### src/rtl/arc_pkg.sv
// Package for the acceleration ramp calculator: widths, status codes and
// register indexes. No dependencies.
`timescale 1ns / 1ps
package arc_pkg;

  localparam int SPEED_BITS_DEF = 15;
  localparam int COURSE_W       = 16;
  localparam int DIST_W         = 31;
  localparam int STATUS_W       = 2;
  localparam int APB_DW         = 32;
  localparam int APB_AW         = 4;

  typedef enum logic [STATUS_W-1:0] {
    ST_OK       = 2'd0,
    ST_ORDER    = 2'd1,
    ST_ACC_ZERO = 2'd2
  } status_e;

  typedef enum logic [1:0] {
    REG_MIN = 2'd0,
    REG_MAX = 2'd1,
    REG_ACC = 2'd2
  } reg_idx_e;

endpackage

### src/rtl/arc_isqrt.sv
// Pipelined integer square root, one root bit per register stage.
// Depends on arc_pkg.
`timescale 1ns / 1ps
module arc_isqrt import arc_pkg::*; #(
  parameter int RB = SPEED_BITS_DEF + 2
) (
  input  logic          clk_i,
  input  logic          en_i,
  input  logic [2*RB-1:0] rad_i,
  output logic [RB-1:0] root_o
);

  logic [2*RB-1:0] rad_q  [RB];
  logic [RB+1:0]   rem_q  [RB];
  logic [RB-1:0]   root_q [RB];

  for (genvar k = 0; k < RB; k++) begin : g_stage
    logic [2*RB-1:0] rad_in;
    logic [RB+1:0]   rem_in;
    logic [RB-1:0]   root_in;
    logic [RB+1:0]   rem_s;
    logic [RB+1:0]   trial;

    if (k == 0) begin : g_first
      assign rad_in  = rad_i;
      assign rem_in  = '0;
      assign root_in = '0;
    end else begin : g_next
      assign rad_in  = rad_q[k-1];
      assign rem_in  = rem_q[k-1];
      assign root_in = root_q[k-1];
    end

    // bring down the next bit pair and try root*4+1
    assign rem_s = {rem_in[RB-1:0], rad_in[2*RB-1 -: 2]};
    assign trial = {root_in, 2'b01};

    always_ff @(posedge clk_i) begin
      if (en_i) begin
        rad_q[k] <= rad_in << 2;
        if (rem_s >= trial) begin
          rem_q[k]  <= rem_s - trial;
          root_q[k] <= {root_in[RB-2:0], 1'b1};
        end else begin
          rem_q[k]  <= rem_s;
          root_q[k] <= {root_in[RB-2:0], 1'b0};
        end
      end
    end
  end

  assign root_o = root_q[RB-1];

endmodule

### config.mk
export PLATFORM = sky130hd
export DESIGN_NAME = arc_isqrt
export DESIGN_NICKNAME = d
export VERILOG_FILES = /design/src/rtl/arc_pkg.sv /design/src/rtl/arc_isqrt.sv
export SDC_FILE = /design/constraint.sdc
export NUM_CORES = 1
export LEC_CHECK = 0
export BUFFER_PORTS_ARGS = -buffer_cell sky130_fd_sc_hd__buf_2
export CAP_MARGIN = 20
export CORE_ASPECT_RATIO = 0.9
export CORE_UTILIZATION = 39
export CTS_CLUSTER_SIZE = 24
export DETAILED_ROUTE_END_ITERATION = 7
export SLEW_MARGIN = 20
export SYNTH_ARGS = -nofsm -noshare
export SYNTH_HDL_FRONTEND = slang
export SYNTH_SLANG_ARGS = --single-unit
### constraint.sdc
create_clock -name clk_i -period 3.6 [get_ports clk_i]
set_clock_uncertainty 0.1 [all_clocks]
set_input_delay 0.18 -clock clk_i [delete_from_list [all_inputs] [get_ports clk_i]]
set_output_delay 0.18 -clock clk_i [all_outputs]
set_load 0.02 [all_outputs]
Word-level counts from Yosys, hierarchy flattened. Memories as Yosys holds them, arrays and structs flattened. Cells that the tools add are included.

Bits in registers: 0. Bits in writable memories: 1156. Bits of input ports: 36. Output and inout bits: 17. Logic and storage cells: 209. Memories kept: 3.

Memories: rad_q (words 17, width 32, read ports 16, clocked after memory_dff 0, wr ports 17, line arc_isqrt.sv:13) `logic [2*RB-1:0] rad_q [RB];`; rem_q (words 17, width 19, read ports 16, clocked after memory_dff 0, wr ports 17, line arc_isqrt.sv:14) `logic [RB+1:0] rem_q [RB];`; root_q (words 17, width 17, read ports 17, clocked after memory_dff 0, wr ports 17, line arc_isqrt.sv:15) `logic [RB-1:0] root_q [RB];`.

$add $sub $neg: 17. $lt $le $gt $ge: 17. Mux-type cells: 138. Bitwise operators: 34.

Operators with widths (count): $mux W19 (17); $ge A19 B19 Y1 (16); $sub A19 B19 Y19 (16); $mux W17 (17); $mux W1 (104); $or A1 B1 Y1 (34); $sub A2 B1 Y3 const B (1); $ge A2 B1 Y1 const B (1).

Depth between registers and ports, before layout. Gate-level depths: netlist of the first run. An unclocked memory read counts as a cell.

Word-level depth: 6. Depth in mapped cells: 11.

Worst setup path after synthesis of the first run. OpenSTA, ideal clock, no wires.

Kind: register to register. From: memory rem_q[9][7] (netlist bit). To: memory rem_q[10][10] (netlist bit), data pin. Setup time: 0.260 ns. Arrival time: 2.446 ns. Setup slack: 0.794 ns. Stages on the path, launching flop included: 10. Buffers on the path: 2. Clock period less this slack: 2.806 ns. Path through: edfxtp_1 -> ha_1 -> a21oi_1 -> nand2b_1 -> or4_1 -> o21ba_2 -> buf_2 -> nor2_4 -> buf_6 -> mux2_2.

RTL lines (line): start: declaration (arc_isqrt.sv:14).

==> flow_metrics.py, run 1 <==
metrics = {
    "detailed_routing": {
        "drt-initial-drc-count": 1212,
        "vias_per_cell": 5.14,
        "finalWirelength_um": 60600,
        "wl_per_cell_um": 16.5,
        "num_vias": 18900,
        "drc": 0,
        "firstDrtPassIters": 6,
        "ant_nets": 0,
    },
    "logic_synthesis": {
        "postSynthCellCount": 2432,
        "syn_nets": 2639,
        "synth_edf_count": 678,
        "synthArstFlopShare_pct": 0,
        "synth-seq-area-share_pct": 63.3,
        "ys_ff_latch": 679,
        "ys_types": 95,
        "synth-warning-count": 0,
        "syn_area_sq_um": 32200,
        "synth_ff_type": "edfxtp_1",
        "avgSynthCellArea_sq_um": 13.2,
    },
    "clock_network": {
        "cts_setup_buffers": 0,
        "cts_tree": "built",
        "clk_pin_slew_ns": 0.05,
        "cts_resized": 0,
        "clockBufferDepth": 3,
        "clk-insertion-delay-late_ns": 0.61,
        "cts-htree-levels": 3,
        "hold_buffers": 36,
        "root_buffer": "clkbuf_16",
        "cts_buffers": 75,
        "clock_sinks": 679,
    },
    "floorplan": {
        "dieHeight_um": 275,
        "die_area_sq_um": 83700,
        "core_sq_um": 81400,
        "start_util_pct": 39.6,
        "fp.dieW_um": 305,
        "ios": 53,
        "fp-row-count": 99,
    },
    "critical_path": {
        "worstRegToRegCells": 7,
        "worstPathArrival_ns": 3.60,
        "critPathCaptureType": "flip-flop",
        "r2r_slack_ns": 0.24,
        "crit_start": "rem_q[11][8]$_DFFE_PP_",
        "r2r-end": "rem_q[12][5]$_DFFE_PP_",
        "critPathCapture": "rem_q[12][5]$_DFFE_PP_",
        "critPathMaxFanout": 15,
        "start_kind": "flip-flop",
        "r2r-start": "rem_q[11][8]$_DFFE_PP_",
        "crit_type": "reg2reg",
        "required_ns": 3.84,
    },
    "global_routing": {
        "antenna_found_initial": 0,
        "met1_usage_pct": 20.0,
        "grt_pass1_vias": 18800,
        "grt_use_met3_pct": 2.66,
        "grt_pass1_wl_um": 98200,
        "use_met2_pct": 23.2,
        "overflow": 0,
        "grt.total_usage_pct": 14.6,
        "grt_max_degree": 185,
        "busiest_layer": "met2",
    },
    "sta": {
        "fmax_mhz": 298,
        "min_period_over_period_pct": 93.2,
        "final.setup.tns_ns": 0,
        "final_hold_viol_count": 0,
        "worstMarginPinSlew_ns": 0.959,
        "slew_viol_final": 0,
        "rsz0062_at_grt": "no",
        "worst_slack_ns": 0.244,
        "setup_viol": 0,
        "finalCriticalPeriod_ns": 3.36,
        "hold-worst-slack_ns": 0.177,
        "max_slew_margin_pct": 36.1,
    },
    "pwr": {
        "pwr-share-comb_pct": 15.5,
        "seqPwrFrac_pct": 49.3,
        "power_leakage_nw": 13.9,
        "p_per_area_nw_per_um2": 568,
        "p_sw_mw": 5.28,
        "p_int_mw": 15.4,
        "clkPwrFrac_pct": 35.2,
        "peakVddDrop_mv": 0.466,
        "sw_frac_of_total_pct": 25.5,
    },
    "finish": {
        "mostFrequentLayoutCell": "edfxtp_1",
        "drive_above_1_share_pct": 10.7,
        "area_delta_synth_final_pct": 13.1,
        "postLayoutCellArea_sq_um": 36400,
        "nets": 2763,
        "final_cell_mix": "edfxtp_1, inv_1, ha_1, nor2_1, a21oi_1",
        "antenna_cells": 0,
    },
    "outcome": {
        "status": "complete, no violations",
    },
    "placement": {
        "place_ws_ns": 0.322,
        "placed_cell_area_sq_um": 33700,
        "hpwl_um": 42900,
        "place_congestion": 0.883,
        "io_buffer_count": 52,
    },
    "worst_hold_path": {
        "hp-class": "in2reg",
    },
    "run": {
        "max_cap_violations": 0,
    },
}
## worst min-delay path by stage
stage | to | from | cells after the start | slack, ns
3_3_place_gp | rad_q[0][14]$_DFFE_PP_ | rad_i[14] | 1 | 0.26
5_1_grt | rad_q[0][22]$_DFFE_PP_ | rad_i[22] | 2 | 0.14
4_1_cts | rad_q[0][23]$_DFFE_PP_ | rad_i[23] | 2 | 0.13
6_report | rad_q[0][4]$_DFFE_PP_ | rad_i[4] | 2 | 0.18
2_1_floorplan | rad_q[0][0]$_DFFE_PP_ | rad_i[0] | 0 | 0.18
3_5_place_dp | rad_q[0][21]$_DFFE_PP_ | rad_i[21] | 1 | 0.26
## synthesized netlist by cell type (all sizes together), types with 29 or more instances
cell type    n  share of area, %
nand2b      29              0.56
ha         171               6.6
xor2        74               2.0
edfxtp     678                63
nor3        51              0.84
nand2       95               1.1
nor4        32              0.75
clkbuf      40              0.47
mux2        63               2.2
nand3       50              0.78
o21ai       96               1.5
xnor2       95               2.6
inv        209               2.4
and2        30              0.58
a21oi      126               2.0
o21a        38              0.89
a21o        29              0.68
nor2       160               1.9
or3         30              0.63
## worst max-delay path, stage by stage, from the launching register on
cell and delay (ns):
edfxtp_1 0.39, ha_1 0.49, nand3_1 0.17, or3_1 0.40, nor4_1 0.51, nor3_1 0.22
nand2_2 0.41, mux2_2 0.40
## per-layer routing
metal / share of wire [%] / vias to the layer above / wire (um)
li1: - / 9319 / -
met1: 48 / 9113 / 28800
met5: 0 / - / 0
met2: 46 / 348 / 27700
met3: 3.9 / 111 / 2360
met4: 2.8 / 0 / 1720
## cells by family after synthesis
kind of cell    Yosys count  share of synthesized area, %
compound gates          452                          9.23
xor+xnor                169                          4.60
fa+ha+maj               171                          6.64
buf+inv                 277                          3.46
flops                   679                          63.3
mux                      78                          2.67
simple gates            606                          10.1
## per-stage QoR
step                util, %  cells  total power [mW]
floorplan                 -   2432              12.6
global route           44.7   3674              21.7
detailed placement     41.4   3503              13.5
finish                 44.7   3674              20.7
CTS                    44.7   3674              21.0
global placement       41.4   3502              13.5
## registers in the layout, summed over array words and instances, names as in the netlist
signal	count
rad_q	272
rem_q	254
root_q	153
## power groups by stage
| stage | logic (mW) | registers (mW) | clock network, mW |
|---|---|---|---|
| finish | 3.21 | 10.2 | 7.28 |
| detailed placement | 3.17 | 10.4 | 0 |
| floorplan | 2.42 | 10.2 | 0 |
| global placement | 3.11 | 10.4 | 0 |
| CTS | 3.22 | 10.2 | 7.54 |
| global route | 3.61 | 10.3 | 7.82 |
## area by class of cell
| class | count | area [sq um] |
|---|---|---|
| fillers | 7212 | 45000 |
| flip-flops and latches | 679 | 20400 |
| multi-input cells | 1476 | 10700 |
| clock buffers | 96 | 2020 |
| well taps | 1060 | 1330 |
| repair buffers | 114 | 851 |
| inverters | 210 | 788 |
| clock inverters | 39 | 332 |
Power figures use the tool's default switching activity.
==> run 2: changes to the inputs <==
--- a/config.mk
+++ b/config.mk
@@ -7,10 +7,13 @@
 export LEC_CHECK = 0
 export BUFFER_PORTS_ARGS = -buffer_cell sky130_fd_sc_hd__buf_2
 export CAP_MARGIN = 20
+export CELL_PAD_IN_SITES_DETAIL_PLACEMENT = 1
+export CELL_PAD_IN_SITES_GLOBAL_PLACEMENT = 1
 export CORE_ASPECT_RATIO = 0.9
 export CORE_UTILIZATION = 39
 export CTS_CLUSTER_SIZE = 24
 export DETAILED_ROUTE_END_ITERATION = 7
+export PLACE_DENSITY_LB_ADDON = 0.1
 export SLEW_MARGIN = 20
 export SYNTH_ARGS = -nofsm -noshare
 export SYNTH_HDL_FRONTEND = slang
==> run 2 against run 1 <==
Net effect: sequential power about the same; routed wire length grew 9.9%; flip-flop and latch count unchanged; combinational power grew 2%; maximum frequency is 5.3% lower; clock power increased by 8.2%; register-to-register slack worse by 0.19 ns; power up 3.2%; first-iteration DRC count fell by 24%; count of clock-buffer cells in the layout down 4; final area is 0.65% higher; critical endpoint is now rem_q[14][3]$_DFFE_PP_; largest cell class unchanged.
==> flow_metrics.py, run 2 (synthesis gave the netlist of run 1 again) <==
metrics = {
    "outcome": {
        "status": "complete, no violations",
    },
    "clock_network": {
        "cts_tree": "built",
        "cts-htree-levels": 3,
        "clk_pin_slew_ns": 0.06,
        "clock_sinks": 679,
        "cts_resized": 0,
        "hold_buffers": 36,
        "cts_setup_buffers": 0,
        "clk-insertion-delay-late_ns": 0.63,
        "clockBufferDepth": 3,
        "cts_buffers": 78,
        "root_buffer": "clkbuf_16",
    },
    "worst_hold_path": {
        "hp-class": "in2reg",
        "min_to": "rad_q[0][8]$_DFFE_PP_",
        "hold_start": "rad_i[8]",
        "whs_path_depth": 2,
    },
    "pwr": {
        "p_per_area_nw_per_um2": 583,
        "power.total_mw": 21.4,
        "power_leakage_nw": 14.0,
        "peakVddDrop_mv": 0.366,
    },
    "sta": {
        "max_slew_margin_pct": 37.2,
        "worst_slack_ns": 0.0569,
        "setup_viol": 0,
        "finalCriticalPeriod_ns": 3.54,
        "final.setup.tns_ns": 0,
        "final_hold_viol_count": 0,
        "worstMarginPinSlew_ns": 0.941,
        "min_period_over_period_pct": 98.4,
        "fmax_mhz": 282,
        "slew_viol_final": 0,
        "rsz0062_at_grt": "no",
    },
    "detailed_routing": {
        "wl_per_cell_um": 18.1,
        "drt-initial-drc-count": 920,
        "firstDrtPassIters": 5,
        "drc": 0,
        "vias_per_cell": 5.17,
        "ant_nets": 0,
        "num_vias": 19000,
        "finalWirelength_um": 66600,
    },
    "placement": {
        "placed_cells": 3504,
        "placed_cell_area_sq_um": 33700,
        "hpwl_um": 47800,
        "io_buffer_count": 52,
        "place_ws_ns": 0.222,
        "place_congestion": 0.838,
    },
    "global_routing": {
        "grt_max_degree": 125,
        "antenna_found_initial": 1,
        "grt_pass1_wl_um": 106000,
        "grt.total_usage_pct": 15.9,
        "overflow": 0,
        "grt_pass1_vias": 19500,
    },
    "finish": {
        "top_register": "rad_q",
        "final_cell_mix": "edfxtp_1, inv_1, ha_1, nor2_1, a21oi_1",
        "stdcell_count": 3676,
        "antenna_cells": 0,
        "reg.largest.list": "rad_q (272), rem_q (254), root_q (153)",
        "largest_reg_flops": 272,
        "nets": 2767,
        "area_delta_synth_final_pct": 13.8,
        "drive_above_1_share_pct": 11.1,
        "fillers": 8232,
        "postLayoutCellArea_sq_um": 36600,
        "mostFrequentLayoutCell": "edfxtp_1",
    },
    "critical_path": {
        "worstRegToRegCells": 10,
        "required_ns": 3.88,
        "crit_start": "root_q[13][11]$_DFFE_PP_",
        "r2r-end": "rem_q[14][3]$_DFFE_PP_",
        "worstPathArrival_ns": 3.82,
        "r2r-start": "root_q[13][11]$_DFFE_PP_",
        "r2r_slack_ns": 0.06,
        "critPathCaptureType": "flip-flop",
        "crit_type": "reg2reg",
        "critPathMaxFanout": 13,
        "start_kind": "flip-flop",
    },
    "floorplan": {
        "dieHeight_um": 275,
        "core_sq_um": 81400,
        "fp-row-count": 99,
        "ios": 53,
        "die_area_sq_um": 83700,
        "start_util_pct": 39.6,
        "fp.dieW_um": 305,
    },
    "run": {
        "max_cap_violations": 0,
    },
}
-- run 2: cell types whose count changed in the layout (fill, tap and decap cells not counted), sizes merged --
cell and change:
clkinv -4, bufinv +5, inv +4, buf +1, clkbuf -4
-- run 2: layout make-up --
class                   instances  area [sq um]  area share, %
well taps                    1060          1330           3.62
clock buffers                  92          2010           5.50
repair buffers                115           883           2.41
inverters                     210           788           2.15
multi-input cells            1476         10700           29.2
clock inverters                44           539           1.47
flip-flops and latches        679         20400           55.6
-- run 2: critical path: stages (launching register included) --
cell      delay [ns]
edfxtp_1        0.39
inv_1           0.08
ha_1            0.45
nand4_1         0.29
nor4_1          0.81
buf_4           0.24
a211oi_1        0.10
o21ai_2         0.31
buf_4           0.27
a21boi_0        0.19
nor2_1          0.06
-- run 2: where the power goes --
group | leakage, nW | switching [mW] | total, mW | internal [mW]
registers | 6.51 | 0.486 | 10.2 | 9.74
logic | 6.24 | 1.83 | 3.26 | 1.43
clock network | 1.23 | 3.21 | 7.88 | 4.67
total | 14.0 | 5.52 | 21.4 | 15.8
-- run 2: routing by layer --
metal  wire length, um  vias to the layer above  part of all wire (%)  GRT usage, %
li1                  -                     9331                     -             -
met1             32800                     9359                    49          22.1
met2             30300                      217                    46          25.4
met3              1850                       95                   2.8          2.83
met4              1550                        0                   2.3          4.55
met5                 0                        -                     0             0
-- run 2: how the worst max path moves through the flow --
stage,endpoint,slack (ns),cells past startpoint
after detailed placement,rem_q[12][6]$_DFFE_PP_,0.22,7
after floorplan,rem_q[10][10]$_DFFE_PP_,0.79,9
after global routing,rem_q[14][3]$_DFFE_PP_,0.004,10
after CTS,rem_q[14][3]$_DFFE_PP_,0.22,10
after global placement,rem_q[14][3]$_DFFE_PP_,0.20,10
final,rem_q[14][3]$_DFFE_PP_,0.06,10
-- run 2: per-stage QoR --
step | utilization [%] | hold WS, ns
finish | 45.0 | 0.151
global route | 45.0 | 0.120
CTS | 45.0 | 0.0916
detailed placement | 41.5 | 0.258
global placement | 41.5 | 0.256
floorplan | - | 0.179
