<file path="src/rtl/arc_pkg.sv">
// Package for the acceleration ramp calculator: widths, status codes and
// register indexes. No dependencies.
`timescale 1ns / 1ps
package arc_pkg;

  localparam int SPEED_BITS_DEF = 15;
  localparam int COURSE_W       = 16;
  localparam int DIST_W         = 31;
  localparam int STATUS_W       = 2;
  localparam int APB_DW         = 32;
  localparam int APB_AW         = 4;

  typedef enum logic [STATUS_W-1:0] {
    ST_OK       = 2'd0,
    ST_ORDER    = 2'd1,
    ST_ACC_ZERO = 2'd2
  } status_e;

  typedef enum logic [1:0] {
    REG_MIN = 2'd0,
    REG_MAX = 2'd1,
    REG_ACC = 2'd2
  } reg_idx_e;

endpackage

</file>
<file path="src/rtl/arc_div.sv">
// Pipelined restoring divider, one quotient bit per register stage.
// Depends on arc_pkg.
`timescale 1ns / 1ps
module arc_div import arc_pkg::*; #(
  parameter int NB = SPEED_BITS_DEF + 2,
  parameter int DB = SPEED_BITS_DEF
) (
  input  logic          clk_i,
  input  logic          en_i,
  input  logic [NB-1:0] num_i,
  input  logic [DB-1:0] den_i,
  output logic [NB-1:0] quo_o
);

  logic [NB-1:0] num_q [NB];
  logic [DB-1:0] rem_q [NB];
  logic [NB-1:0] quo_q [NB];

  for (genvar k = 0; k < NB; k++) begin : g_stage
    logic [NB-1:0] num_in;
    logic [DB-1:0] rem_in;
    logic [NB-1:0] quo_in;
    logic [DB:0]   rem_s;

    if (k == 0) begin : g_first
      assign num_in = num_i;
      assign rem_in = '0;
      assign quo_in = '0;
    end else begin : g_next
      assign num_in = num_q[k-1];
      assign rem_in = rem_q[k-1];
      assign quo_in = quo_q[k-1];
    end

    assign rem_s = {rem_in, num_in[NB-1]};

    always_ff @(posedge clk_i) begin
      if (en_i) begin
        num_q[k] <= num_in << 1;
        if (rem_s >= {1'b0, den_i}) begin
          rem_q[k] <= DB'(rem_s - {1'b0, den_i});
          quo_q[k] <= {quo_in[NB-2:0], 1'b1};
        end else begin
          rem_q[k] <= rem_s[DB-1:0];
          quo_q[k] <= {quo_in[NB-2:0], 1'b0};
        end
      end
    end
  end

  assign quo_o = quo_q[NB-1];

endmodule

</file>
<file path="config.mk">
export PLATFORM = sky130hd
export DESIGN_NAME = arc_div
export DESIGN_NICKNAME = d
export VERILOG_FILES = /design/src/rtl/arc_pkg.sv /design/src/rtl/arc_div.sv
export SDC_FILE = /design/constraint.sdc
export NUM_CORES = 1
export LEC_CHECK = 0
export BUFFER_PORTS_ARGS = -buffer_cell sky130_fd_sc_hd__buf_2
export CORE_MARGIN = 2
export CORE_UTILIZATION = 40
export DETAILED_ROUTE_END_ITERATION = 7
export PLACE_DENSITY_LB_ADDON = 0.25
export SLEW_MARGIN = 20
export SYNTH_ARGS = -nofsm -noshare
export SYNTH_HDL_FRONTEND = slang
export SYNTH_SLANG_ARGS = --single-unit
</file>
<file path="constraint.sdc">
create_clock -name clk_i -period 5.9 [get_ports clk_i]
set_input_delay 0 -clock clk_i [delete_from_list [all_inputs] [get_ports clk_i]]
set_output_delay 0 -clock clk_i [all_outputs]
set_load 0.01 [all_outputs]
</file>
-- Yosys cells after proc, flatten, opt, wreduce, memory -nomap -nowiden
Memory sizes are Yosys's and may differ from the RTL's.
Index checks and enable logic that the tools add are counted.
- add/sub/neg operators: 17
- magnitude comparators: 17
- multiplexer cells: 138
- bitwise gates (word level): 34
- operator list (operator ; count):
    $mux 17 ; 17
    $ge 16x15->1 ; 16
    $mux 15 ; 17
    $sub 15x15->15 ; 16
    $mux 1 ; 104
    $or 1x1->1 ; 34
    $ge 1x15->1 ; 1
    $sub 1x15->15 ; 1
- flip-flop bits (word level): 0
- memory bits (writable): 816
- input bits: 34
- output and inout port bits: 17
- word-level logic and storage cells: 209
- memories kept: 3
- memory list (name ; depth ; bits a word ; rd ports ; clocked after memory_dff ; write ports ; RTL line ; source):
    quo_q ; 17 ; 17 ; 17 ; 0 ; 17 ; arc_div.sv:17 ; logic [NB-1:0] quo_q [NB];
    num_q ; 17 ; 16 ; 16 ; 0 ; 17 ; arc_div.sv:15 ; logic [NB-1:0] num_q [NB];
    rem_q ; 17 ; 15 ; 16 ; 0 ; 17 ; arc_div.sv:16 ; logic [DB-1:0] rem_q [NB];

-- Longest topological paths before layout
Gate-level depths: netlist (run 1).
An unclocked memory read counts as a cell.
- depth after elaboration: 6
- depth in mapped cells: 14
- mapped depth without buffers: 13

-- Worst setup path after synthesis (run 1)
Ideal clock, no wire load.
- kind: input -> register
- from: input port den_i[1]
- to: memory rem_q[4][10] (netlist bit) (data pin)
- arrival time: 2.950 ns
- data required time: 5.640 ns
- path slack: 2.690 ns
- stages on the path: 11
- path through: inv_1 fa_1 a211oi_2 nor2_2 o31ai_4 a21oi_4 o21ai_2 a2111oi_4 a211oi_4 buf_8 mux2_4
- RTL lines (item ; RTL line ; source):
    start: declaration ; arc_div.sv:11 ; input logic [DB-1:0] den_i,
    end: declaration ; arc_div.sv:16 ;

==> tab_implementation.tex, run 1 <==
\begin{tabular}{lr}
\hline
Metric & Value \\
\hline
\multicolumn{2}{l}{\textbf{Clocking}} \\
\quad Clock latency of the later-clocked register in the worst-skew pair & 0.64 ns \\
\quad CTS tree & yes \\
\quad Number of buffers between clock root and the deepest sink & 3 \\
\quad Deepest level of the CTS H-tree & 2 \\
\quad Count of instances resized after the clock tree is built & 0 \\
\quad CTS Sinks & roughly 530 \\
\quad Root Driver & clkbuf\_16 \\
\quad Number of buffers inserted during clock tree synthesis & 60 \\
\quad Clock-pin slew reported for the worst setup and hold paths after clock tree synthesis & 0.06 ns \\
\multicolumn{2}{l}{\textbf{Cells and area}} \\
\quad Layout Utilization & 45.5\% \\
\quad Fill cell count & about 6500 \\
\quad Share of post-route cells with drive strength above 1 & between 10\% and 20\% \\
\quad Area grow syn2layout & 12.7\% \\
\quad Net count, final & 2653 \\
\quad Number of standard cells in the layout, taps in and fillers out & 3370 \\
\quad Total inserted antenna cells & 0 \\
\multicolumn{2}{l}{\textbf{Routing}} \\
\quad Detail-routed via count per cell & 5.40 \\
\quad Routed vias & between 15000 and 20000 \\
\quad Drt initial violations & 1369 \\
\quad Routed WL & 63100 microns \\
\quad Routed wirelength normalized by instance count & 18.7 microns \\
\quad Initial DRT Pass Iterations & 5 \\
\quad Antenna-violating nets left & 0 \\
\quad Post-route DRC violation count & 0 \\
\multicolumn{2}{l}{\textbf{Place}} \\
\quad \# placed instances & 3226 \\
\quad Pre-CTS setup slack & between 2 and 2.5 ns \\
\quad Port-buffer cells & 50 \\
\quad Half-perimeter wire length of the detailed placement result & 42800 microns \\
\quad Routability Congestion & around 0.85 \\
\multicolumn{2}{l}{\textbf{Logic synthesis}} \\
\quad Synth Register Bits & approximately 530 \\
\quad Most used flip-flop cell after synthesis & edfxtp\_1 \\
\quad Synth Area per Inst & around 13 sq um \\
\quad Syn Inst Count & 2242 \\
\quad Proportion of synthesized flip-flops having asynchronous set or reset & 0\% \\
\quad Syn Nets & 2533 \\
\quad Yosys warning total & 0 \\
\quad Cell area after synthesis & just under 30000 sq um \\
\quad Sequential area share after synthesis & 53.9\% \\
\quad Number of distinct library cells after synthesis & 91 \\
\quad Post-synth EDFFs & around 530 \\
\multicolumn{2}{l}{\textbf{Status}} \\
\quad Status & completed \\
\multicolumn{2}{l}{\textbf{Timing}} \\
\quad Fmax & roughly 270 MHz \\
\quad Normalized max-slew margin & between 20\% and 30\% \\
\quad Setup repair after global routing missed its margin & false \\
\quad Sum of negative setup slack & 0 ns \\
\quad Post-route worst setup slack & between 2 and 2.5 ns \\
\quad Max-slew violation count & 0 \\
\quad Final worst hold slack & roughly 0.073 ns \\
\quad Endpoints failing hold & 0 \\
\quad Final setup violation count & 0 \\
\quad Worst setup skew after layout & between 0.03 and 0.04 ns \\
\quad Share of the clock period used by the worst path & 63.6\% \\
\quad Slew @ Worst Pin & around 1.1 ns \\
\quad Minimum clock period & 3.75 ns \\
\multicolumn{2}{l}{\textbf{Worst setup path}} \\
\quad Nature of the critical path endpoint & flip-flop \\
\quad Type of origin of the critical path & input pin \\
\quad Worst path required time & 6.29 ns \\
\quad Data arrival time at the worst-slack endpoint & 4.14 ns \\
\quad Kind of critical path & input pin to flip-flop \\
\quad Biggest fanout along the worst timing path & 29 \\
\multicolumn{2}{l}{\textbf{Power}} \\
\quad Leakage power figure & approximately 0.013 uW \\
\quad Power density of the placed cells & 495 nW/um\^{}2 \\
\quad Worst IR drop on VDD & roughly 0.00023 V \\
\multicolumn{2}{l}{\textbf{Global routing}} \\
\quad Global route total overflow & 0 \\
\quad Gr usage total & 16.8\% \\
\quad Largest net degree at the start of global routing & 168 \\
\quad Vias in the first global route & 18400 \\
\quad Initial antenna violation count & 0 \\
\quad First-pass GRT wire length & between 90000 and 100000 microns \\
\multicolumn{2}{l}{\textbf{Flow run}} \\
\quad Max-cap viol count & 0 \\
\multicolumn{2}{l}{\textbf{Floorplan}} \\
\quad Die Y-Extent & 275 microns \\
\quad Overall die width & 275 microns \\
\quad Std-Cell Core Area & $\sim$73000 sq um \\
\quad Full die area & approximately 76000 sq um \\
\quad Top-Level Pins & 51 \\
\quad Rows & 99 \\
\quad Starting density of the core & 40.4\% \\
\multicolumn{2}{l}{\textbf{Min path}} \\
\quad Worst min-delay path category & input pin to flip-flop \\
\hline
\end{tabular}
[power by group]
group	total, uW	switching, uW	leakage (uW)	internal, uW
registers	5940	486	0.00514	5450
clock network	3790	1530	0.000976	2260
logic	6710	3340	0.00674	3370
[logic make-up (layout without fill, tap and decap cells)]
group	count (synthesis)	after routing	share of synthesized area, %
AO/OA/AOI/OAI	551	551	12.9
flip-flops	529	529	53.9
AND/OR/NAND/NOR	417	417	7.17
adder cells (fa/ha/maj)	257	257	11.3
XOR/XNOR	183	183	5.44
multiplexers	168	168	7.21
buffers and inverters	137	306	2.06
[layer usage]
layer  wire, microns  vias to the layer above  share of wire, %  track usage, %
li1                -                     8831                 -               -
met1           27600                     8812                44            21.7
met2           29400                      412                47            27.5
met3            3270                      144               5.2            3.15
met4            2910                        0               4.6            7.65
met5               0                        -                 0               0
[cells in the mapped netlist, types with 13 or more instances]
library cell,instances,area share (%)
inv_1,86,1.1
xnor2_1,116,3.4
xor2_1,67,2.0
mux2_4,66,3.4
o21ai_0,101,1.7
fa_1,15,1.0
nand2b_1,23,0.49
o21a_1,32,0.82
and3_1,13,0.28
and2_1,24,0.51
ha_1,242,10
o21bai_1,15,0.38
a21oi_1,143,2.4
mux2_1,17,0.65
a21o_1,84,2.1
nand2_1,113,1.4
nand4_1,25,0.53
a31oi_1,19,0.40
clkbuf_1,26,0.33
o21ai_1,20,0.34
nor2b_1,21,0.45
nor3_1,22,0.37
edfxtp_1,528,54
mux2_2,73,2.8
nand3_1,16,0.27
nor2_1,113,1.4
[path summary, 6_finish.rpt]
kind                      startpoint  cells past startpoint                      end  slack [ns]
max reg2reg  num_q[0][223]$_DFFE_PP_                     12   rem_q[14][2]$_DFFE_PP_        2.26
max                         den_i[4]                     11    rem_q[3][1]$_DFFE_PP_        2.15
min                        num_i[15]                      2   num_q[0][15]$_DFFE_PP_        0.07
min reg2reg  quo_q[12][11]$_DFFE_PP_                      0  quo_q[13][12]$_DFFE_PP_        0.41
[critical path, stage by stage]
cell and delay, ns:
dlygate4sd3_1 0.54, buf_2 0.14, inv_1 0.78, ha_1 0.42, a21o_1 0.17, a21oi_1 0.24
o21a_1 0.20, o21ai_1 0.17, o21a_1 0.24, o21ai_2 0.80, mux2_2 0.42
[cell usage in the layout (no fill, tap or decap), drive strengths merged, types with 7 or more instances in the layout]
cell / n
edfxtp: 528
ha: 242
mux2: 156
a21oi: 152
o21ai: 126
xnor2: 116
nor2: 115
nand2: 113
inv: 90
a21o: 85
buf: 73
clkbuf: 71
xor2: 67
dlygate4sd3: 33
o21a: 33
nand4: 29
clkinv: 27
and2: 24
nand2b: 23
nor3: 22
nor2b: 21
a31oi: 19
nand3: 16
o21bai: 16
o31ai: 16
fa: 15
a211oi: 15
and3: 14
mux2i: 12
o31a: 10
a2111oi: 10
or3: 9
nand3b: 9
bufinv: 9
a221oi: 9
a221o: 8
a41o: 7
[registers in the layout (all words and copies together), names as in the netlist]
name / cells
num_q: 136
rem_q: 240
quo_q: 153
[stage by stage]
stage | cell area, sq um | total power [uW]
global placement | 30900 | 12500
CTS | 33200 | 16600
floorplan | 29500 | 11300
detailed placement | 30900 | 12700
global route | 33200 | 17600
finish | 33200 | 16400
[cell type report]
cell class	count	area (sq um)	share of cell area [%]
Clock buffer	71	1540	4.65
Clock inverter	40	465	1.40
Inverter	89	334	1.01
Multi-Input combinational cell	1576	13000	39.1
Sequential cell	529	15900	47.8
Tap cell	959	1200	3.61
Timing Repair Buffer	106	788	2.37
[what timing repair did]
item                       CTS  global route
hold buffers                33             0
buffers inserted             0             0
hold endpoints to repair    98             0
setup endpoints to repair    0             0
Note: power is estimated with default switching activity, not from simulation.
==> run 2: changes to the inputs <==
ABC_AREA = 1   (was default)
clock period = 3.9 ns   (was 5.9 ns; I/O delays follow)
==> tab_implementation.tex, run 2 <==
\begin{tabular}{lr}
\hline
Metric & Value \\
\hline
\multicolumn{2}{l}{\textbf{Clocking}} \\
\quad Root Driver & clkbuf\_16 (unchanged) \\
\quad Count of instances resized after the clock tree is built & 0 (unchanged) \\
\quad Deepest level of the CTS H-tree & 3 (was 2) \\
\quad CTS Sinks & 529 (unchanged) \\
\quad Number of buffers inserted during clock tree synthesis & 66 (was 60) \\
\quad Clock latency of the later-clocked register in the worst-skew pair & 0.61 ns (was 0.64 ns) \\
\quad Clock-pin slew reported for the worst setup and hold paths after clock tree synthesis & 0.06 ns (about the same) \\
\quad CTS tree & yes (unchanged) \\
\quad Number of buffers between clock root and the deepest sink & 3 (unchanged) \\
\multicolumn{2}{l}{\textbf{Routing}} \\
\quad Post-route DRC violation count & 0 (unchanged) \\
\quad Initial DRT Pass Iterations & 5 (unchanged) \\
\quad Routed vias & 25400 (was 18200) \\
\quad Drt initial violations & 1808 (was 1369) \\
\quad Detail-routed via count per cell & 4.87 (was 5.40) \\
\quad Routed wirelength normalized by instance count & 15.5 microns (was 18.7 microns) \\
\quad Routed WL & 81100 microns (was 63100 microns) \\
\quad Antenna-violating nets left & 0 (unchanged) \\
\multicolumn{2}{l}{\textbf{Logic synthesis}} \\
\quad Sequential area share after synthesis & 46.8\% (was 53.9\%) \\
\quad Simple-Gate Fraction of Synth Area & 28.7\% (was 7.17\%) \\
\quad Cell area after synthesis & 33900 sq um (was 29500 sq um) \\
\quad Most used flip-flop cell after synthesis & edfxtp\_1 (unchanged) \\
\quad Xor-xnor portion of the synthesized cell area & 2.94\% (was 5.44\%) \\
\quad Syn Nets & 4209 (was 2533) \\
\quad Post-synth EDFFs & 528 (unchanged) \\
\quad Most common cell in the synthesized netlist & nand2\_1 (was edfxtp\_1) \\
\quad Post-synth top area cell & edfxtp\_1 (unchanged) \\
\quad Synth Area per Inst & 8.66 sq um (was 13.1 sq um) \\
\quad Syn Inst Count & 3918 (was 2242) \\
\quad Synth Register Bits & 529 (unchanged) \\
\quad Compound-cell area share of the yosys netlist & 3.78\% (was 12.9\%) \\
\quad Number of distinct library cells after synthesis & 41 (was 91) \\
\quad Yosys warning total & 0 (unchanged) \\
\quad Adder-Cell Fraction of Synth Area & 9.81\% (was 11.3\%) \\
\quad Top-area cell type share of the netlist area & 46.7\% (was 53.8\%) \\
\quad Dominant combinational cell family by area after synthesis & simple AND/OR/NAND/NOR gates (was compound AO/OA/AOI/OAI gates) \\
\quad Share of cell area taken by muxes after synthesis & 0\% (was 7.21\%) \\
\quad Area contributors post-synth & edfxtp\_1 (47\%), nand2\_1 (15\%), ha\_1 (8.9\%) (was edfxtp\_1 (54\%), ha\_1 (10\%), xnor2\_1 (3.4\%)) \\
\quad Proportion of synthesized flip-flops having asynchronous set or reset & 0\% (unchanged) \\
\quad Most instantiated cells after synthesis & nand2\_1 (1331), inv\_1 (536), edfxtp\_1 (528) (was edfxtp\_1 (528), ha\_1 (242), a21oi\_1 (143)) \\
\multicolumn{2}{l}{\textbf{Worst setup path}} \\
\quad Delay of the slowest cell on the worst path & 0.78 ns (was 0.80 ns) \\
\quad Crit path max-delay family & buffers and inverters (was compound AO/OA/AOI/OAI gates) \\
\quad Biggest fanout along the worst timing path & 16 (was 29) \\
\quad Slowest CP cell & inv\_1 (was o21ai\_2) \\
\quad Cell depth of the worst flop-to-flop path & 12 (unchanged) \\
\quad Logic depth of the worst setup path including buffers & 15 (was 11) \\
\quad Type of origin of the critical path & input pin (unchanged) \\
\quad Data arrival time at the worst-slack endpoint & 3.37 ns (was 4.14 ns) \\
\quad Nature of the critical path endpoint & flip-flop (unchanged) \\
\quad Worst path required time & 4.25 ns (was 6.29 ns) \\
\quad Critical path buffers and inverters & 5 (was 3) \\
\quad Kind of critical path & input pin to flip-flop (unchanged) \\
\quad Cell mode on critical path & nand2\_1 (was o21a\_1) \\
\quad Cell-by-cell listing of the critical path & dlygate4sd3\_1 > buf\_2 > inv\_1 > buf\_4 > ha\_1 > nand2\_1 > nand2\_1 > inv\_1 > nor2\_1 > nor2\_1 > nor2\_1 > nor2\_4 > nand2\_4 > nand2\_1 > nand2\_1 (was dlygate4sd3\_1 > buf\_2 > inv\_1 > ha\_1 > a21o\_1 > a21oi\_1 > o21a\_1 > o21ai\_1 > o21a\_1 > o21ai\_2 > mux2\_2) \\
\multicolumn{2}{l}{\textbf{Min path}} \\
\quad Worst min-delay path category & input pin to flip-flop (unchanged) \\
\quad Worst hold stages & 2 (unchanged) \\
\multicolumn{2}{l}{\textbf{Place}} \\
\quad Port-buffer cells & 50 (unchanged) \\
\quad Routability Congestion & 0.889 (was 0.848) \\
\quad Half-perimeter wire length of the detailed placement result & 57800 microns (was 42800 microns) \\
\multicolumn{2}{l}{\textbf{Timing}} \\
\quad Normalized max-slew margin & 27.7\% (was 27.4\%) \\
\quad Sum of negative setup slack & 0 ns (unchanged) \\
\quad Minimum clock period & 3.02 ns \\
\quad Max-slew violation count & 0 (unchanged) \\
\quad Endpoints failing hold & 0 (unchanged) \\
\quad Final setup violation count & 0 (unchanged) \\
\quad Slew @ Worst Pin & 1.08 ns (was 1.09 ns) \\
\quad Worst setup skew after layout & 0.0269 ns (was 0.0361 ns) \\
\quad Fmax & approximately 330 MHz \\
\quad Setup repair after global routing missed its margin & false (unchanged) \\
\quad Share of the clock period used by the worst path & between 70 and 80\% \\
\multicolumn{2}{l}{\textbf{Cells and area}} \\
\quad Commonest non-fill, non-tap cells in the layout & nand2\_1 (1331), inv\_1 (533), edfxtp\_1 (528) (was edfxtp\_1 (528), ha\_1 (242), a21oi\_1 (143)) \\
\quad Area grow syn2layout & 11.7\% (was 12.7\%) \\
\quad Net count, final & 4328 (was 2653) \\
\quad Fill cell count & 8211 (was 6466) \\
\quad Share of post-route cells with drive strength above 1 & 10.7\% (was 15.3\%) \\
\quad Max reg flops & 240 (unchanged) \\
\quad Total inserted antenna cells & 0 (unchanged) \\
\quad Leading registers by flop count & rem\_q x240, quo\_q x153, num\_q x136 (unchanged) \\
\quad Layout Utilization & 45.2\% (was 45.5\%) \\
\quad Leading cell type in the layout, fill and taps excluded & nand2\_1 (was edfxtp\_1) \\
\quad Largest reg by FF count & rem\_q (unchanged) \\
\multicolumn{2}{l}{\textbf{Status}} \\
\quad Status & completed (unchanged) \\
\multicolumn{2}{l}{\textbf{Power}} \\
\quad Leakage power figure & 0.0177 uW (was 0.0129 uW) \\
\quad Worst IR drop on VDD & 0.000331 V (was 0.000235 V) \\
\quad Total power & 26800 uW (was 16400 uW) \\
\quad Power density of the placed cells & 706 nW/um\^{}2 (was 495 nW/um\^{}2) \\
\multicolumn{2}{l}{\textbf{Global routing}} \\
\quad Largest net degree at the start of global routing & 128 (was 168) \\
\quad First-pass GRT wire length & 129000 microns (was 99900 microns) \\
\quad Initial antenna violation count & 1 (was 0) \\
\quad Global route total overflow & 0 (unchanged) \\
\quad Gr usage total & 18.8\% (was 16.8\%) \\
\quad Vias in the first global route & 24100 (was 18400) \\
\multicolumn{2}{l}{\textbf{Floorplan}} \\
\quad Rows & 106 (was 99) \\
\quad Top-Level Pins & 51 (unchanged) \\
\quad Full die area & 87200 sq um (was 75800 sq um) \\
\quad Overall die width & 295 microns (was 275 microns) \\
\quad Die Y-Extent & 295 microns (was 275 microns) \\
\quad Starting density of the core & 40.5\% (was 40.4\%) \\
\quad Std-Cell Core Area & 83800 sq um (was 73000 sq um) \\
\multicolumn{2}{l}{\textbf{Flow run}} \\
\quad Max-cap viol count & 0 (unchanged) \\
\hline
\end{tabular}
## run 2: final timing paths
check	from	slack (ns)	to
worst min-delay path	num_i[0]	0.10	num_q[0][0]$_DFFE_PP_
worst max-delay path	den_i[9]	0.88	rem_q[12][7]$_DFFE_PP_
worst max register to register	num_q[0][239]$_DFFE_PP_	1.42	rem_q[15][13]$_DFFE_PP_
worst min register to register	quo_q[8][1]$_DFFE_PP_	0.41	quo_q[9][2]$_DFFE_PP_
## run 2: where the power goes
| part | internal (uW) | switching, uW | leakage (uW) |
|---|---|---|---|
| combinational | 4150 | 7060 | 0.0114 |
| clock | 3950 | 2410 | 0.00109 |
| sequential | 8160 | 1010 | 0.00515 |
## run 2: area by class of cell
type,instances,area (sq um),share of cell area [%]
clock buffer,77,1800,4.75
clock inverter,39,447,1.18
inverter,548,2110,5.56
multi-input combinational,2782,15300,40.5
sequential,529,15900,41.9
tap,1134,1420,3.74
timing repair buffer,110,908,2.40
## run 2: layer usage
metal	GRT usage, %	part of all wire, %	routed length (microns)	vias to the layer above
met5	0	0	0	-
met4	6.66	3.5	2860	0
li1	-	-	-	13100
met1	25.8	46	37400	11600
met2	30.3	45	36600	562
met3	2.87	5.2	4240	161
## run 2: what timing repair did
item,4_1_cts,5_1_grt
setup buffers,0,0
hold buffers,34,0
setup endpoints to repair,0,0
hold endpoints to repair,71,0
## run 2: kinds of logic (layout without fill, tap and decap cells)
group | count (synthesis) | count (layout)
and+or+nand+nor | 2193 | 2193
xor gates and xnor gates | 114 | 114
buffers and inverters | 607 | 774
adders and majority gates | 257 | 257
AOI/OAI and AO/OA | 218 | 218
DFF | 529 | 529
## run 2: per-stage QoR
stage / instances / hold WS (ns) / instance area [sq um] / setup slack, ns
final: 5219 / 0.103 / 37900 / 0.878
after detailed placement: 5069 / 0.178 / 35300 / 0.869
after global routing: 5219 / 0.0765 / 37900 / 0.708
after floorplan: 3918 / 0.0989 / 33900 / 1.56
after global placement: 5069 / 0.176 / 35300 / 0.968
after CTS: 5219 / 0.0589 / 37900 / 0.958
==> run 3: changes to the inputs <==
ABC_AREA = 0   (was 1)
clock period = 2.81 ns   (was 3.9 ns; I/O delays follow)
==> tab_implementation.tex, run 3 (synthesis results as in run 1) <==
\begin{tabular}{lr}
\hline
Metric & Value \\
\hline
\multicolumn{2}{l}{\textbf{Routing}} \\
\quad Initial DRT Pass Iterations & 7 (was 5) \\
\quad Drt initial violations & 1206 (was 1808) \\
\quad Antenna-violating nets left & 0 (unchanged) \\
\quad Routed vias & 19300 (was 25400) \\
\quad Routed wirelength normalized by instance count & 18.3 microns (was 15.5 microns) \\
\quad Post-route DRC violation count & 0 (unchanged) \\
\quad Routed WL & 67000 microns (was 81100 microns) \\
\quad Detail-routed via count per cell & 5.29 (was 4.87) \\
\multicolumn{2}{l}{\textbf{Status}} \\
\quad Status & complete, but fails checks (was completed) \\
\quad Violated checks & negative setup slack \\
\multicolumn{2}{l}{\textbf{Power}} \\
\quad Worst IR drop on VDD & 0.000533 V (was 0.000331 V) \\
\quad Sw Share & 32.3\% (was 39.2\%) \\
\quad Power density of the placed cells & 1050 nW/um\^{}2 (was 706 nW/um\^{}2) \\
\quad Relative contribution of combinational cells to total power & 46.2\% (was 41.9\%) \\
\quad Leakage power figure & 0.0148 uW (was 0.0177 uW) \\
\quad Switching power summed over all nets & 12500 uW (was 10500 uW) \\
\quad Internal power & 26200 uW (was 16300 uW) \\
\quad Proportion of power drawn by the clock network & 21.6\% (was 23.8\%) \\
\quad Register share of total power & 32.2\% (was 34.3\%) \\
\quad Total power & 38800 uW (was 26800 uW) \\
\multicolumn{2}{l}{\textbf{Timing}} \\
\quad Share of the clock period used by the worst path & 107\% \\
\quad Final setup violation count & 140 (was 0) \\
\quad Worst setup skew after layout & 0.0194 ns (was 0.0269 ns) \\
\quad Endpoints failing hold & 0 (unchanged) \\
\quad Max-slew violation count & 0 (unchanged) \\
\quad Normalized max-slew margin & 32.3\% (was 27.7\%) \\
\quad Post-route worst setup slack & -0.183 ns (was 0.878 ns) \\
\quad Fmax & 334 MHz \\
\quad Setup repair after global routing missed its margin & true (was false) \\
\quad Minimum clock period & 2.99 ns \\
\quad Slew @ Worst Pin & 1.02 ns (was 1.08 ns) \\
\multicolumn{2}{l}{\textbf{Place}} \\
\quad Dpl cell area & 32700 sq um (was 35300 sq um) \\
\quad Routability Congestion & 0.867 (was 0.889) \\
\quad Port-buffer cells & 50 (unchanged) \\
\quad Pre-CTS setup slack & -0.343 ns (was 0.869 ns) \\
\quad Half-perimeter wire length of the detailed placement result & 45300 microns (was 57800 microns) \\
\multicolumn{2}{l}{\textbf{Global routing}} \\
\quad Gr usage total & 17.3\% (was 18.8\%) \\
\quad Met2 routing resource usage after global routing & 28.9\% (was 30.3\%) \\
\quad Initial antenna violation count & 0 (was 1) \\
\quad Global route total overflow & 0 (unchanged) \\
\quad GRT busiest layer & met2 (unchanged) \\
\quad Largest net degree at the start of global routing & 156 (was 128) \\
\quad Met1 layer usage reported by global route & 23.1\% (was 25.8\%) \\
\quad First-pass GRT wire length & 103000 microns (was 129000 microns) \\
\quad Vias in the first global route & 19300 (was 24100) \\
\quad Met3 layer usage reported by global route & 2.56\% (was 2.87\%) \\
\multicolumn{2}{l}{\textbf{Cells and area}} \\
\quad Area grow syn2layout & 25.7\% (was 11.7\%) \\
\quad Total inserted antenna cells & 0 (unchanged) \\
\quad Share of post-route cells with drive strength above 1 & 31.0\% (was 10.7\%) \\
\quad Leading cell type in the layout, fill and taps excluded & edfxtp\_1 (was nand2\_1) \\
\quad Largest reg by FF count & rem\_q (unchanged) \\
\quad Commonest non-fill, non-tap cells in the layout & edfxtp\_1 (528), buf\_4 (232), ha\_1 (228) (was nand2\_1 (1331), inv\_1 (533), edfxtp\_1 (528)) \\
\quad Leading registers by flop count & rem\_q x240, quo\_q x153, num\_q x136 (unchanged) \\
\quad Max reg flops & 240 (unchanged) \\
\quad Fill cell count & 6137 (was 8211) \\
\quad Net count, final & 2938 (was 4328) \\
\quad Post-route cell area & 37000 sq um (was 37900 sq um) \\
\multicolumn{2}{l}{\textbf{Floorplan}} \\
\quad Overall die width & 275 microns (was 295 microns) \\
\quad Std-Cell Core Area & 73000 sq um (was 83800 sq um) \\
\quad Top-Level Pins & 51 (unchanged) \\
\quad Rows & 99 (was 106) \\
\quad Die Y-Extent & 275 microns (was 295 microns) \\
\quad Starting density of the core & 40.4\% (was 40.5\%) \\
\quad Full die area & 75800 sq um (was 87200 sq um) \\
\multicolumn{2}{l}{\textbf{Clocking}} \\
\quad Number of buffers inserted during clock tree synthesis & 59 (was 66) \\
\quad Number of buffers between clock root and the deepest sink & 3 (unchanged) \\
\quad Clock-pin slew reported for the worst setup and hold paths after clock tree synthesis & 0.07 ns (was 0.06 ns) \\
\quad Deepest level of the CTS H-tree & 2 (was 3) \\
\quad Clock latency of the later-clocked register in the worst-skew pair & 0.65 ns (was 0.61 ns) \\
\quad CTS Sinks & 529 (unchanged) \\
\quad CTS tree & yes (unchanged) \\
\quad Root Driver & clkbuf\_16 (unchanged) \\
\multicolumn{2}{l}{\textbf{Worst setup path}} \\
\quad Type of origin of the critical path & flip-flop (was input pin) \\
\quad Kind of critical path & flip-flop to flip-flop (was input pin to flip-flop) \\
\quad Data arrival time at the worst-slack endpoint & 3.38 ns (was 3.37 ns) \\
\quad Worst path required time & 3.19 ns (was 4.25 ns) \\
\quad Biggest fanout along the worst timing path & 8 (was 16) \\
\quad Nature of the critical path endpoint & flip-flop (unchanged) \\
\multicolumn{2}{l}{\textbf{Flow run}} \\
\quad Max-cap viol count & 0 (unchanged) \\
\multicolumn{2}{l}{\textbf{Min path}} \\
\quad Worst min-delay path category & input pin to flip-flop (unchanged) \\
\hline
\end{tabular}
==> run 3: worst max-delay path, stage by stage (launching register included) <==
cell and delay, ns:
edfxtp_1 0.38, inv_2 0.09, ha_4 0.12, inv_2 0.03, fa_2 0.36, a21o_1 0.21, a221oi_4 0.30, o21ai_2 0.11
a31oi_2 0.20, o21ai_1 0.11, nand4_1 0.14, nand4_4 0.17, buf_12 0.21, mux2_4 0.29
==> run 3: timing repair <==
item                                    in CTS  in global routing
endpoints found under the setup margin     201                238
hold endpoints to repair                   101                  0
gates resized for setup                    132                171
gates cloned                                 7                  7
setup buffers                               55                 36
hold buffers                                34                  0
pin swaps                                   74                 95
==> run 3: metal layers <==
metal	up-vias	wire length, microns
li1	9401	-
met1	9441	30300
met2	336	31900
met3	134	2490
met4	0	2300
met5	-	0
==> run 3: final timing paths <==
| check | cells past startpoint | slack [ns] | from | end |
|---|---|---|---|---|
| worst max-delay path | 13 | -0.18 | num_q[0][191]$_DFFE_PP_ | rem_q[12][9]$_DFFE_PP_ |
| worst min-delay path | 5 | 0.05 | den_i[13] | rem_q[0][13]$_SDFFCE_PP0P_ |
| worst max register to register | 13 | -0.18 | num_q[0][191]$_DFFE_PP_ | rem_q[12][9]$_DFFE_PP_ |
| worst min register to register | 0 | 0.41 | num_q[0][153]$_DFFE_PP_ | num_q[0][170]$_DFFE_PP_ |
==> run 3: metrics by stage <==
stage	utilization, %	std cells	TNS [ns]	hold slack [ns]
after floorplan	-	2242	-5.87	0.0989
after global placement	44.8	3413	-21.99	0.177
after detailed placement	44.8	3413	-31.89	0.178
after CTS	49.5	3617	-18.23	0.0105
after global routing	50.8	3654	-32.87	0.0395
final	50.8	3654	-9.93	0.0487
==> run 3: power groups by stage <==
| stage | registers (uW) | clock network, uW | logic [uW] |
|---|---|---|---|
| after floorplan | 12100 | 0 | 12000 |
| after global placement | 12600 | 0 | 15100 |
| after detailed placement | 12600 | 0 | 15700 |
| after CTS | 12500 | 8580 | 16800 |
| after global routing | 12700 | 8890 | 19500 |
| final | 12500 | 8350 | 17900 |
==> run 3: layout make-up <==
cell class              count  area [sq um]  area share, %
flip-flops and latches    529         15900           42.9
multi-input cells        1576         14000           37.7
repair buffers            390          3560           9.61
clock buffers              65          1500           4.05
well taps                 959          1200           3.24
clock inverters            44           584           1.58
inverters                  89           353          0.952
repair inverters            2          22.5         0.0608
